**config.mk**
```make
export PLATFORM = sky130hd
export DESIGN_NAME = adsr_envelope_with_echo
export DESIGN_NICKNAME = d
export VERILOG_FILES = /design/src/sv/adsre_pkg.sv /design/src/sv/adsr_envelope_with_echo.sv /design/src/sv/adsre_ctrl.sv /design/src/sv/adsre_dp.sv
export SDC_FILE = /design/constraint.sdc
export NUM_CORES = 2
export LEC_CHECK = 0
export CORE_UTILIZATION = 53
export DETAILED_ROUTE_END_ITERATION = 8
export DONT_BUFFER_PORTS = 1
export PLACE_DENSITY = 0.68
export RECOVER_POWER = 25
export SYNTH_ARGS = -nofsm -noshare
export SYNTH_HDL_FRONTEND = slang
export SYNTH_SLANG_ARGS = --single-unit
```
**constraint.sdc**
```tcl
create_clock -name clk_i -period 17.3 [get_ports clk_i]
set_input_delay 2.595 -clock clk_i [delete_from_list [all_inputs] [get_ports clk_i]]
set_output_delay 2.595 -clock clk_i [all_outputs]
set_load 0.03 [all_outputs]
```
**src/sv/adsre_pkg.sv**
```systemverilog
// Shared types and constants for the ADSR envelope generator with echo tail.
// Used by the controller, the datapath and the top level; depends on nothing.
package adsre_pkg;

  // Fixed field widths of the stream items.
  localparam int CH_W       = 4;
  localparam int BYTE_W     = 8;
  localparam int OP_W       = 2;
  localparam int VOL_W      = 4;
  localparam int IN_TDATA_W = 72;
  localparam int OUT_TDATA_W = 32;

  localparam logic [BYTE_W-1:0] LEVEL_MAX = 8'd255;

  typedef enum logic [OP_W-1:0] {
    OP_START   = 2'd0,
    OP_RELEASE = 2'd1,
    OP_TICK    = 2'd2
  } op_e;

  typedef enum logic [1:0] {
    PH_RELEASE = 2'd0,
    PH_SUSTAIN = 2'd1,
    PH_DECAY   = 2'd2,
    PH_ATTACK  = 2'd3
  } phase_e;

  typedef struct packed {
    logic echo;
    logic stop;
    logic start;
    logic on;
  } chan_flags_t;

  typedef enum logic [1:0] {
    ST_IDLE  = 2'd0,
    ST_EXEC  = 2'd1,
    ST_SCALE = 2'd2,
    ST_MIX   = 2'd3
  } state_e;

  // Commands from the controller to the datapath.
  typedef struct packed {
    logic capture;
    logic exec;
    logic scale;
    logic load_out;
  } ctrl_cmd_t;

  // Status from the datapath to the controller.
  typedef struct packed {
    logic is_tick;
    logic out_free;
  } dp_status_t;

endpackage

```
**src/sv/adsr_envelope_with_echo.sv**
```systemverilog
// Top level of the per-channel ADSR envelope generator with echo tail.
// Depends on adsre_pkg, adsre_ctrl and adsre_dp.

// Each request on the input stream is a start, release or tick for one
// channel. Start and release requests are accepted, then applied in the
// state update, and give no result; the unused operation code behaves the
// same way. A tick request is accepted, then goes through the envelope
// update, which shares one 8x8 multiplier between decay and release, then
// the master volume multiply, and then the left and right mix multiply,
// whose result is loaded into the output register. The input accepts a new
// request as soon as the controller is back in its idle state, even while
// an earlier result still waits in the output register; a tick only stalls
// in its last step if that register is still full. There is no clearing
// pass after reset: the channel flags, phases and levels reset at once, and
// a tick only uses the settings memories of a channel after a start has
// written them. The master volume register may be written at any time the
// block holds no request in flight, and its write channel is always ready.
// Level, left and right outputs of a channel that is silent or freed by the
// tick are zero.
module adsr_envelope_with_echo #(
  parameter int NUM_CHANNELS = 12
) (
  input  logic                                clk_i,
  input  logic                                rst_ni,
  input  logic                                s_axis_tvalid,
  output logic                                s_axis_tready,
  // Fields from bit 0: channel[3:0], attack_step, decay_factor, sustain_level,
  // release_factor, echo_level, echo_ticks, right_level, left_level, zero fill.
  input  logic [adsre_pkg::IN_TDATA_W-1:0]    s_axis_tdata,
  // Fields from bit 0: operation[1:0].
  input  logic [adsre_pkg::OP_W-1:0]          s_axis_tuser,
  input  logic                                cfg_valid_i,
  output logic                                cfg_ready_o,
  // master_volume[3:0].
  input  logic [adsre_pkg::VOL_W-1:0]         cfg_data_i,
  output logic                                m_axis_tvalid,
  input  logic                                m_axis_tready,
  // Fields from bit 0: channel_out[3:0], envelope_level, right_out, left_out,
  // zero fill.
  output logic [adsre_pkg::OUT_TDATA_W-1:0]   m_axis_tdata,
  // Fields from bit 0: active.
  output logic                                m_axis_tuser
);

  adsre_pkg::ctrl_cmd_t  cmd;
  adsre_pkg::dp_status_t status;

  // The volume register takes a write in any cycle.
  assign cfg_ready_o = 1'b1;

  adsre_ctrl u_ctrl (
    .clk_i     (clk_i),
    .rst_ni    (rst_ni),
    .s_valid_i (s_axis_tvalid),
    .s_ready_o (s_axis_tready),
    .status_i  (status),
    .cmd_o     (cmd)
  );

  adsre_dp #(
    .NUM_CHANNELS (NUM_CHANNELS)
  ) u_dp (
    .clk_i       (clk_i),
    .rst_ni      (rst_ni),
    .s_tdata_i   (s_axis_tdata),
    .s_tuser_i   (s_axis_tuser),
    .cfg_valid_i (cfg_valid_i),
    .cfg_data_i  (cfg_data_i),
    .cmd_i       (cmd),
    .status_o    (status),
    .m_tvalid_o  (m_axis_tvalid),
    .m_tready_i  (m_axis_tready),
    .m_tdata_o   (m_axis_tdata),
    .m_tuser_o   (m_axis_tuser)
  );

endmodule

```
**src/sv/adsre_ctrl.sv**
```systemverilog
// Sequencing state machine of the envelope generator.
// Depends on adsre_pkg; drives the datapath through ctrl_cmd_t commands only.
module adsre_ctrl (
  input  logic                   clk_i,
  input  logic                   rst_ni,
  input  logic                   s_valid_i,
  output logic                   s_ready_o,
  input  adsre_pkg::dp_status_t  status_i,
  output adsre_pkg::ctrl_cmd_t   cmd_o
);

  adsre_pkg::state_e state_q, state_d;

  always_ff @(posedge clk_i or negedge rst_ni) begin
    if (!rst_ni) begin
      state_q <= adsre_pkg::ST_IDLE;
    end else begin
      state_q <= state_d;
    end
  end

  always_comb begin
    state_d   = state_q;
    cmd_o     = '0;
    s_ready_o = 1'b0;
    unique case (state_q)
      adsre_pkg::ST_IDLE: begin
        s_ready_o = 1'b1;
        if (s_valid_i) begin
          cmd_o.capture = 1'b1;
          state_d       = adsre_pkg::ST_EXEC;
        end
      end
      adsre_pkg::ST_EXEC: begin
        cmd_o.exec = 1'b1;
        state_d    = status_i.is_tick ? adsre_pkg::ST_SCALE : adsre_pkg::ST_IDLE;
      end
      adsre_pkg::ST_SCALE: begin
        cmd_o.scale = 1'b1;
        state_d     = adsre_pkg::ST_MIX;
      end
      adsre_pkg::ST_MIX: begin
        // Hold the finished mix until the output register can take it.
        if (status_i.out_free) begin
          cmd_o.load_out = 1'b1;
          state_d        = adsre_pkg::ST_IDLE;
        end
      end
      default: begin
        state_d = adsre_pkg::ST_IDLE;
      end
    endcase
  end

endmodule

```
**src/sv/adsre_dp.sv**
```systemverilog
// Datapath of the envelope generator: channel state, settings memories,
// envelope update, master and mix scaling, output register. Uses adsre_pkg.
module adsre_dp #(
  parameter int NUM_CHANNELS = 12
) (
  input  logic                                 clk_i,
  input  logic                                 rst_ni,
  input  logic [adsre_pkg::IN_TDATA_W-1:0]     s_tdata_i,
  input  logic [adsre_pkg::OP_W-1:0]           s_tuser_i,
  input  logic                                 cfg_valid_i,
  input  logic [adsre_pkg::VOL_W-1:0]          cfg_data_i,
  input  adsre_pkg::ctrl_cmd_t                 cmd_i,
  output adsre_pkg::dp_status_t                status_o,
  output logic                                 m_tvalid_o,
  input  logic                                 m_tready_i,
  output logic [adsre_pkg::OUT_TDATA_W-1:0]    m_tdata_o,
  output logic                                 m_tuser_o
);

  localparam int IDX_W = (NUM_CHANNELS > 1) ? $clog2(NUM_CHANNELS) : 1;
  localparam int BW    = adsre_pkg::BYTE_W;
  localparam int CW    = adsre_pkg::CH_W;

  // Captured item.
  logic [adsre_pkg::OP_W-1:0] op_q;
  logic [CW-1:0]              ch_q;
  logic [BW-1:0]              attack_q, decay_q, sustain_q, release_q;
  logic [BW-1:0]              echo_lvl_in_q, echo_ticks_in_q, right_q, left_q;

  // Per-channel state.
  adsre_pkg::chan_flags_t flags_q [NUM_CHANNELS];
  adsre_pkg::phase_e      phase_q [NUM_CHANNELS];
  logic [BW-1:0]          level_q [NUM_CHANNELS];

  // Settings memories, undefined until a start writes them.
  logic [4*BW-1:0] adsr_mem [NUM_CHANNELS];
  logic [2*BW-1:0] echo_mem [NUM_CHANNELS];
  logic [4*BW-1:0] adsr_rd_q;
  logic [2*BW-1:0] echo_rd_q;

  logic [adsre_pkg::VOL_W-1:0] master_vol_q;
  logic                        act_q;
  logic [BW-1:0]               lvl_res_q;
  logic [BW-1:0]               scale_q;
  logic                        m_tvalid_q;
  logic                        m_active_q;
  logic [CW-1:0]               m_ch_q;
  logic [BW-1:0]               m_lvl_q, m_right_q, m_left_q;

  logic [IDX_W-1:0]       idx_in, idx;
  logic                   ch_valid;
  adsre_pkg::chan_flags_t cur_flags, nxt_flags;
  adsre_pkg::phase_e      cur_phase, nxt_phase;
  logic [BW-1:0]          cur_level, nxt_level;
  logic [BW-1:0]          s_attack, s_decay, s_sustain, s_release, echo_lvl, echo_cnt;
  logic [BW-1:0]          echo_left, factor, prod_hi, base_level;
  logic [2*BW-1:0]        prod;
  logic [BW:0]            attack_sum;
  logic                   tick_act, echo_wr;
  logic [adsre_pkg::VOL_W:0] vol_plus;
  logic [BW+4:0]          scale_prod;
  logic [2*BW-1:0]        right_prod, left_prod;

  assign idx_in   = s_tdata_i[IDX_W-1:0];
  assign idx      = ch_q[IDX_W-1:0];
  assign ch_valid = ({1'b0, ch_q} < (CW+1)'(NUM_CHANNELS));

  always_ff @(posedge clk_i) begin
    if (cmd_i.capture) begin
      op_q            <= s_tuser_i;
      ch_q            <= s_tdata_i[CW-1:0];
      attack_q        <= s_tdata_i[CW+0*BW +: BW];
      decay_q         <= s_tdata_i[CW+1*BW +: BW];
      sustain_q       <= s_tdata_i[CW+2*BW +: BW];
      release_q       <= s_tdata_i[CW+3*BW +: BW];
      echo_lvl_in_q   <= s_tdata_i[CW+4*BW +: BW];
      echo_ticks_in_q <= s_tdata_i[CW+5*BW +: BW];
      right_q         <= s_tdata_i[CW+6*BW +: BW];
      left_q          <= s_tdata_i[CW+7*BW +: BW];
      adsr_rd_q       <= adsr_mem[idx_in];
      echo_rd_q       <= echo_mem[idx_in];
    end
  end

  assign cur_flags = flags_q[idx];
  assign cur_phase = phase_q[idx];
  assign cur_level = level_q[idx];
  assign s_attack  = adsr_rd_q[0*BW +: BW];
  assign s_decay   = adsr_rd_q[1*BW +: BW];
  assign s_sustain = adsr_rd_q[2*BW +: BW];
  assign s_release = adsr_rd_q[3*BW +: BW];
  assign echo_lvl  = echo_rd_q[0 +: BW];
  assign echo_cnt  = echo_rd_q[BW +: BW];
  assign echo_left = echo_cnt - BW'(1);

  // One shared multiplier for decay and release.
  assign factor     = cur_flags.stop ? s_release : s_decay;
  assign prod       = cur_level * factor;
  assign prod_hi    = prod[2*BW-1:BW];
  assign base_level = cur_flags.start ? '0 : cur_level;
  assign attack_sum = {1'b0, base_level} + {1'b0, s_attack};

  always_comb begin
    nxt_flags = cur_flags;
    nxt_phase = cur_phase;
    nxt_level = cur_level;
    tick_act  = 1'b0;
    echo_wr   = 1'b0;
    priority if (!ch_valid || !cur_flags.on) begin
      tick_act = 1'b0;
    end else if (cur_flags.start && cur_flags.stop) begin
      nxt_flags = '0;
      nxt_level = '0;
    end else if (cur_flags.start || (!cur_flags.echo && !cur_flags.stop &&
                                     cur_phase == adsre_pkg::PH_ATTACK)) begin
      // Attack step; a fresh start begins from zero.
      tick_act       = 1'b1;
      nxt_flags      = '0;
      nxt_flags.on   = 1'b1;
      if (attack_sum >= {1'b0, adsre_pkg::LEVEL_MAX}) begin
        nxt_level = adsre_pkg::LEVEL_MAX;
        nxt_phase = adsre_pkg::PH_DECAY;
      end else begin
        nxt_level = attack_sum[BW-1:0];
        nxt_phase = adsre_pkg::PH_ATTACK;
      end
    end else if (cur_flags.echo) begin
      echo_wr = 1'b1;
      if (echo_left == '0) begin
        nxt_flags = '0;
        nxt_level = '0;
      end else begin
        tick_act = 1'b1;
      end
    end else if (cur_flags.stop) begin
      tick_act  = 1'b1;
      nxt_level = prod_hi;
      if (prod_hi <= echo_lvl) begin
        if (echo_lvl == '0) begin
          tick_act  = 1'b0;
          nxt_flags = '0;
          nxt_level = '0;
        end else begin
          nxt_level      = echo_lvl;
          nxt_flags.echo = 1'b1;
        end
      end
    end else if (cur_phase == adsre_pkg::PH_DECAY) begin
      tick_act  = 1'b1;
      nxt_level = prod_hi;
      if (prod_hi <= s_sustain) begin
        nxt_level = s_sustain;
        if (s_sustain != '0) begin
          nxt_phase = adsre_pkg::PH_SUSTAIN;
        end else if (echo_lvl == '0) begin
          tick_act  = 1'b0;
          nxt_flags = '0;
          nxt_level = '0;
        end else begin
          nxt_level      = echo_lvl;
          nxt_flags.echo = 1'b1;
        end
      end
    end else begin
      // Sustain, or release phase without stop: level held.
      tick_act = 1'b1;
    end
  end

  always_ff @(posedge clk_i or negedge rst_ni) begin
    if (!rst_ni) begin
      for (int i = 0; i < NUM_CHANNELS; i++) begin
        flags_q[i] <= '0;
        phase_q[i] <= adsre_pkg::PH_RELEASE;
        level_q[i] <= '0;
      end
    end else if (cmd_i.exec && ch_valid) begin
      unique case (adsre_pkg::op_e'(op_q))
        adsre_pkg::OP_START: begin
          flags_q[idx] <= adsre_pkg::chan_flags_t'{echo: 1'b0, stop: 1'b0,
                                                   start: 1'b1, on: 1'b1};
        end
        adsre_pkg::OP_RELEASE: begin
          if (cur_flags.on) begin
            flags_q[idx].stop <= 1'b1;
          end
        end
        adsre_pkg::OP_TICK: begin
          flags_q[idx] <= nxt_flags;
          phase_q[idx] <= nxt_phase;
          level_q[idx] <= nxt_level;
        end
        default: begin
        end
      endcase
    end
  end

  always_ff @(posedge clk_i) begin
    if (cmd_i.exec && ch_valid) begin
      if (adsre_pkg::op_e'(op_q) == adsre_pkg::OP_START) begin
        adsr_mem[idx] <= {release_q, sustain_q, decay_q, attack_q};
        echo_mem[idx] <= {echo_ticks_in_q, echo_lvl_in_q};
      end else if (adsre_pkg::op_e'(op_q) == adsre_pkg::OP_TICK && echo_wr) begin
        echo_mem[idx] <= {echo_left, echo_lvl};
      end
    end
  end

  always_ff @(posedge clk_i or negedge rst_ni) begin
    if (!rst_ni) begin
      master_vol_q <= '1;
    end else if (cfg_valid_i) begin
      master_vol_q <= cfg_data_i;
    end
  end

  // Result of the tick, then master scaling, then the left and right mix.
  always_ff @(posedge clk_i) begin
    if (cmd_i.exec) begin
      act_q     <= tick_act;
      lvl_res_q <= tick_act ? nxt_level : '0;
    end
    if (cmd_i.scale) begin
      scale_q <= scale_prod[BW+3:4];
    end
  end

  assign vol_plus   = (adsre_pkg::VOL_W+1)'(master_vol_q) + (adsre_pkg::VOL_W+1)'(1);
  assign scale_prod = (BW+5)'(vol_plus) * (BW+5)'(lvl_res_q);
  assign right_prod = right_q * scale_q;
  assign left_prod  = left_q * scale_q;

  always_ff @(posedge clk_i) begin
    if (cmd_i.load_out) begin
      m_ch_q     <= ch_q;
      m_active_q <= act_q;
      m_lvl_q    <= lvl_res_q;
      // The product never exceeds 254 in its upper byte, so it is already saturated.
      m_right_q  <= right_prod[2*BW-1:BW];
      m_left_q   <= left_prod[2*BW-1:BW];
    end
  end

  always_ff @(posedge clk_i or negedge rst_ni) begin
    if (!rst_ni) begin
      m_tvalid_q <= 1'b0;
    end else if (cmd_i.load_out) begin
      m_tvalid_q <= 1'b1;
    end else if (m_tready_i) begin
      m_tvalid_q <= 1'b0;
    end
  end

  assign status_o.is_tick  = (adsre_pkg::op_e'(op_q) == adsre_pkg::OP_TICK);
  assign status_o.out_free = !m_tvalid_q || m_tready_i;

  assign m_tvalid_o = m_tvalid_q;
  assign m_tuser_o  = m_active_q;
  assign m_tdata_o  = {(adsre_pkg::OUT_TDATA_W - CW - 3*BW)'(0),
                       m_left_q, m_right_q, m_lvl_q, m_ch_q};

endmodule

```
Yosys cells after proc, flatten, opt, wreduce, memory -nomap -nowiden --
Memories as Yosys holds them, arrays and structs flattened. A register that Yosys moved wholly into a read port is not among the register bits. Index checks and enable logic that the tools add are counted.
Operators by class: multipliers 4, bitwise operators 5, multiplexer cells 94, order comparisons 6, add/subtract/negate cells 3, eq/ne operators 10, reduce and logical (&&, ||, !) cells 24
Operator list (count):
- 48-bit one-hot mux with 3 select lines | 1
- 8-bit 2-to-1 mux | 17
- 48-bit bitwise mux | 2
- 96-bit bitwise mux | 1
- 4-bit 2-to-1 mux | 13
- 8-bit by 8-bit multiplier with 16-bit output | 3
- 48-bit 2-to-1 mux | 1
- 8-bit binary-select mux with 4-bit select | 1
- 4-bit demux with 4-bit select | 2
- 8-bit demux with 4-bit select | 1
- 1-bit 2-to-1 mux | 32
- 2-bit 2-to-1 mux | 15
- 24-bit bitwise AND | 1
- 24-bit bitwise mux | 1
- 24-bit inverter | 1
- 24-bit OR | 1
- 4-bit binary-select mux with 4-bit select | 1
- 8-bit less-or-equal comparator | 2
- 8-bit zero test | 2
- 16-bit 2-to-1 mux | 1
- 5-bit by 8-bit multiplier with 12-bit output | 1
- 2-bit == test (second input constant) | 5
- 8-bit by 8-bit adder with 9-bit output | 1
- 9-bit by 8-bit greater-or-equal comparator with 1-bit output (second input constant) | 1
- other kinds (23) | 39
Storage, ports and cells: bits of input ports 83, word-level logic and storage cells 241, output and inout port bits 36, flip-flop bits (word level) 291, memories kept 2, memory bits (writable) 576
Memory list:
- u_dp.adsr_mem | depth 12, bits a word 32, rd ports 1, clocked after Yosys merged registers in 1, write ports 1, line adsre_dp.sv:36 | logic [4*BW-1:0] adsr_mem [NUM_CHANNELS];
- u_dp.echo_mem | depth 12, bits a word 16, rd ports 1, clocked after Yosys merged registers in 1, write ports 1, line adsre_dp.sv:37 | logic [2*BW-1:0] echo_mem [NUM_CHANNELS];

Depth between registers and ports, before layout --
depth in word-level cells 17, gate-level depth with buffers 39, mapped depth without buffers 31

Cells and area by module --
From an unflattened synthesis, not the netlist that was laid out.
Unflattened totals: cell total of the unflattened synthesis 3019, area, all modules 44808.0 µm²
By module, submodules not included:
- adsre_dp | cells each 3006, instances 1, sequential area each 26555.5 µm², area an instance 44681.6 µm²
- adsre_ctrl | cells each 11, instances 1, sequential area each 50.0 µm², area an instance 115.1 µm²
- adsr_envelope_with_echo | cells each 2, instances 1, sequential area each 0.0 µm², area an instance 11.3 µm²

Worst setup path before layout --
No wires, ideal clock.
path type reg-to-reg, from register u_dp.ch_q[0], to register u_dp.flags_q[0] (netlist bit), cell stages (with the launch flop) 33, library setup time 126 ps, arrival 8502 ps, path buffers 3, data required time 17174 ps, slack 8672 ps, period minus slack after synthesis 8628 ps, path through edfxtp_1 -> buf_6 -> mux4_2 -> mux2_2 -> o21ai_2 -> clkbuf_1 -> mux2i_1 -> nor2_1 -> fa_1 -> inv_1 -> fa_1 -> inv_1 -> fa_1 -> fa_1 -> ha_1 -> a21o_1 -> a21o_1 -> a21o_1 -> a21o_1 -> a22o_1 -> a211oi_1 -> xnor2_1 -> ha_1 -> a21o_1 -> a21oi_1 -> o2111ai_1 -> a21oi_1 -> a41oi_1 -> o21ai_1 -> a21oi_1 -> and3_1 -> buf_2 -> a221o_1
On the way: longest elaborated chain between the ends 16, elaborated cells between the ends (all ways) 52, classes of those cells 1 x mul; 5 x order compare; 3 x eq/ne; 29 x mux; 2 x bitwise; 12 x reduce/logical
Ends and longest elaborated chain:
- start: declaration | line adsre_dp.sv:26 | logic [CW-1:0] ch_q;
- start signal: assignment | line adsre_dp.sv:71 | ch_q <= s_tdata_i[CW-1:0];
- 4-bit inverter with 5-bit output (implied by the code)
- 4-bit binary-select mux with 4-bit select | line adsre_dp.sv:85 | assign cur_flags = flags_q[idx];
- 4-bit 2-to-1 mux (implied by the code) (2 in series) | line adsre_dp.sv:85
- 8-bit 2-to-1 mux | line adsre_dp.sv:97 | assign factor = cur_flags.stop ? s_release : s_decay;
- 8-bit by 8-bit multiplier with 16-bit output | line adsre_dp.sv:98 | assign prod = cur_level * factor;
- 8-bit less-or-equal comparator | line adsre_dp.sv:151 | if (prod_hi <= s_sustain) begin
- 4-bit 2-to-1 mux | line adsre_dp.sv:151
- 4-bit 2-to-1 mux | line adsre_dp.sv:148 | end else if (cur_phase == adsre_pkg::PH_DECAY) begin
- 4-bit 2-to-1 mux | line adsre_dp.sv:135 | end else if (cur_flags.stop) begin
- 4-bit 2-to-1 mux | line adsre_dp.sv:127 | end else if (cur_flags.echo) begin
- 4-bit 2-to-1 mux | line adsre_dp.sv:114 | end else if (cur_flags.start || (!cur_flags.echo && !cur_flags.stop &&
- 4-bit 2-to-1 mux | line adsre_dp.sv:111 | end else if (cur_flags.start && cur_flags.stop) begin
- 4-bit 2-to-1 mux | line adsre_dp.sv:109 | priority if (!ch_valid || !cur_flags.on) begin
- 48-bit bitwise mux | line adsre_dp.sv:189 | flags_q[idx] <= nxt_flags;
- 48-bit one-hot mux with 3 select lines | line adsre_dp.sv:178 | unique case (adsre_pkg::op_e'(op_q))
- end signal: indexed assignment | line adsre_dp.sv:180 | flags_q[idx] <= adsre_pkg::chan_flags_t'{echo: 1'b0, stop: 1'b0,
- end signal: indexed assignment | line adsre_dp.sv:189
- end: declaration | line adsre_dp.sv:31 | adsre_pkg::chan_flags_t flags_q [NUM_CHANNELS];
Several ways; a longest one is shown, not always the timed one. The select of a mux whose other input is x is not followed. A chain may end at the register's enable or synchronous reset.

Final worst setup path --
from register u_dp.ch_q[0], to register u_dp.level_q[43] (netlist bit)
On the way: longest elaborated chain between the ends 15, elaborated cells between the ends (all ways) 47, classes of those cells 1 x add/sub; 1 x mul; 6 x order compare; 2 x eq/ne; 24 x mux; 1 x bitwise; 12 x reduce/logical
Ends and longest elaborated chain:
- 4-bit inverter with 5-bit output (implied by the code)
- 4-bit binary-select mux with 4-bit select | line adsre_dp.sv:85
- 4-bit 2-to-1 mux (implied by the code) (2 in series) | line adsre_dp.sv:85
- 8-bit 2-to-1 mux | line adsre_dp.sv:97
- 8-bit by 8-bit multiplier with 16-bit output | line adsre_dp.sv:98
- 8-bit less-or-equal comparator | line adsre_dp.sv:151
- 8-bit 2-to-1 mux | line adsre_dp.sv:151
- 8-bit 2-to-1 mux | line adsre_dp.sv:148
- 8-bit 2-to-1 mux | line adsre_dp.sv:135
- 8-bit 2-to-1 mux | line adsre_dp.sv:127
- 8-bit 2-to-1 mux | line adsre_dp.sv:114
- 8-bit 2-to-1 mux | line adsre_dp.sv:111
- 8-bit 2-to-1 mux | line adsre_dp.sv:109
- 96-bit bitwise mux | line adsre_dp.sv:191 | level_q[idx] <= nxt_level;
- end signal: indexed assignment | line adsre_dp.sv:191
- end: declaration | line adsre_dp.sv:33 | logic [BW-1:0] level_q [NUM_CHANNELS];
Several ways; a longest one is shown, not always the timed one. The select of a mux whose other input is x is not followed.

==> impl_metrics.json <==
{
  "die_area_sq_um": 85200,
  "synth-compound-area-share_pct": 6.54,
  "rows": 105,
  "holdWs_ns": 0.448,
  "ys_types": 92,
  "cts_made_buffers": 92,
  "synth_edf_count": 740,
  "insertion_delay_ns": 0.67,
  "max-cap-violations": 0,
  "dp_hpwl_microns": 62300,
  "gr-total-overflow": 0,
  "slew_viol_final": 0,
  "wire_per_inst_microns": 24.2,
  "final-setup-viol-count": 0,
  "track_usage_pct": 24.4,
  "synth_xor_area_share_pct": 0.806,
  "dr_wl_met2_microns": 49200,
  "synthSimpleGateAreaFrac_pct": 7.06,
  "gp_congestion": 0.907,
  "num-fill-cells": 6155,
  "synth_top_area_share_pct": 49.9,
  "met1Wirelength_microns": 42800,
  "syn_area_sq_um": 44500,
  "end_kind": "flip-flop",
  "critPathTopFamily": "compound AO/OA/AOI/OAI gates",
  "crit_buf_inv": 4,
  "fin_crit_ns": 11.29,
  "vias": 25600,
  "ys_ff_latch": 915,
  "synth_top_family_by_area": "multiplexers",
  "cts_hold_buf": 0,
  "yosys.cell_count.top_type": "edfxtp_1",
  "crit_type": "reg -> reg",
  "core_area_sq_um": 82600,
  "io_pins": 119,
  "cts_tree": "built",
  "hp-class": "reg -> reg",
  "critPathArrivalTime_ns": 11.83,
  "totalWireLength_microns": 101000,
  "synth_area_leader_cell": "edfxtp_1",
  "cts_buffer_depth": 3,
  "clock_sinks": 915,
  "crit_required_ns": 17.84,
  "drt_iter0_drc": 2462,
  "synth_adder_area_share_pct": 9.64,
  "pre_cts_ws_ns": 6.20,
  "synth_common_cells": "740 x edfxtp_1, 244 x nand2_1, 199 x nor2_1, 193 x inv_1, 179 x mux4_2",
  "multi_input_area_sq_um": 16700,
  "ys_warn_count": 0,
  "avgSynthCellArea_sq_um": 14.7,
  "ir_drop_v": 0.000226,
  "yosysSeqAreaShare_pct": 59.7,
  "grt_pass1_vias": 26800,
  "antenna_found_initial": 7,
  "critPathMaxStageDelay_ns": 0.80,
  "cts-root-buf": "clkbuf_16",
  "slowest_stage": "buf_4",
  "ys.flop_type": "edfxtp_1",
  "cp-start-kind": "flip-flop",
  "met3_length_microns": 6620,
  "via_per_inst": 6.14,
  "yosys-top-cells-area": "edfxtp_1 50%, dfrtp_1 9.6%, mux4_2 9.1%, fa_1 5.5%, ha_1 4.2%",
  "synth_mux_area_share_pct": 13.1,
  "setup_ws_ns": 6.01,
  "first_pass_iters": 5,
  "cts_setup_buffers": 0,
  "tightest_slew_ns": 1.41,
  "hold_viol": 0,
  "die_w_microns": 292,
  "area_growth_pct": 9.21,
  "slew-limit-headroom_pct": 5.75,
  "port-buffer-count": 0,
  "synth-async-reset-ratio_pct": 19.1,
  "drive_gt1_share_pct": 16.3,
  "clk_pin_slew_ns": 0.06,
  "die_h_microns": 292,
  "ff_latch_area_sq_um": 26600,
  "power_leakage_nw": 18.4,
  "fin_nets": 3381,
  "fin_skew_ns": 0.0294,
  "timing.fmax_mhz": 88.6,
  "cp_max_fo": 49,
  "rsz0062_at_grt": "false",
  "initial_utilization_pct": 53.9,
  "cts_resized": 0,
  "status": "finished, final reports clean",
  "tns_ns": 0,
  "syn_inst": 3024,
  "postRouteAntennaNets": 0,
  "drc": 0,
  "powerDensity_nw_per_um2": 162,
  "h-tree-depth": 3,
  "finalCritPeriodShare_pct": 65.3,
  "grt_pass1_wl_microns": 158000,
  "routed.top_layer": "met5",
  "grt_max_degree": 176
}
==> flip-flops by register name, summed over array words and instances, names as in the netlist, 16 cells and up, named ones only <==
signal          count
u_dp.echo_rd_q     16
u_dp.adsr_mem     384
u_dp.flags_q       48
u_dp.level_q       96
u_dp.phase_q       24
u_dp.echo_mem     192
u_dp.adsr_rd_q     32
==> per-stage QoR <==
| stage | util, % | power, W | area, sq um | instances |
|---|---|---|---|---|
| 2_1_floorplan | - | 0.00526 | 44600 | 3027 |
| 3_3_place_gp | 55.4 | 0.00588 | 45800 | 4004 |
| 3_5_place_dp | 55.4 | 0.00601 | 45800 | 4004 |
| 4_1_cts | 58.9 | 0.00792 | 48600 | 4165 |
| 5_1_grt | 58.9 | 0.00842 | 48600 | 4166 |
| 6_report | 58.9 | 0.00786 | 48600 | 4167 |
==> worst paths after layout <==
path	start	end	slack (ns)	cells past startpoint
max in group asynchronous	rst_ni	u_dp.level_q[88]	15.39	0
min in group asynchronous	rst_ni	u_dp.level_q[71]	1.65	0
worst max register to register	u_dp.ch_q[0]	u_dp.level_q[43]	6.01	30
worst min-delay path	u_dp.act_q	u_dp.m_tuser_o	0.45	0
worst max-delay path	u_dp.ch_q[0]	u_dp.level_q[43]	6.01	30
worst min register to register	u_dp.act_q	u_dp.m_tuser_o	0.45	0
==> layout make-up <==
type,count,area share (%)
Multi-Input combinational cell,1768,34.3
Tap cell,1070,2.75
Inverter,194,1.50
Clock buffer,119,5.16
Antenna cell,2,0.0103
Timing Repair Buffer,57,0.864
Sequential cell,915,54.7
Clock inverter,42,0.700
==> routing by layer <==
layer / GRT usage, % / vias up
met5: 0 / -
met1: 34.1 / 13300
met3: 4.16 / 157
li1: - / 11200
met4: 6.60 / 6
met2: 39.8 / 905
==> placed cells by master (no fill, tap or decap), types with 15 or more instances in the layout <==
master,netlist,routed
a21oi_1,118,116
nand2_1,244,244
clkbuf_16,0,95
nor2_1,199,175
mux4_2,179,179
ha_1,148,148
clkinv_2,0,15
buf_4,8,55
clkbuf_1,98,22
clkinv_1,1,17
inv_1,193,193
nand3_1,17,17
a21o_1,22,22
nand2b_1,22,22
edfxtp_1,740,740
mux2_2,76,76
a31oi_1,20,20
a221o_1,19,19
xnor2_1,27,27
mux2i_1,60,60
a22oi_1,15,15
and2_1,98,97
a22o_1,27,27
nor2b_1,18,17
dfrtp_1,171,171
fa_1,122,122
o21ai_0,128,127
==> power by group <==
group / internal, W / total (W) / switching [W]
logic: 0.00122 / 0.00289 / 0.00167
clock network: 0.00105 / 0.00189 / 0.000831
registers: 0.00280 / 0.00309 / 0.000282
==> cells by family (layout without fill, tap and decap cells) <==
group	after synthesis	count (layout)
adders and majority gates	270	270
buffers and inverters	344	412
AOI/OAI and AO/OA	443	443
and+or+nand+nor	675	675
xor gates and xnor gates	41	41
DFF	915	915
other	2	7
muxes	334	334
==> worst reg2reg max path, delay by kind of cell, from the launching register on <==
kind,cells,cell delay [ns]
AO/OA/AOI/OAI,14,3.84
XOR/XNOR,1,0.41
adder cells (fa/ha/maj),6,2.68
buffers and inverters,4,1.21
flip-flops,1,0.71
multiplexers,4,2.17
AND/OR/NAND/NOR,1,0.14
(Power assumes the default switching activity.)
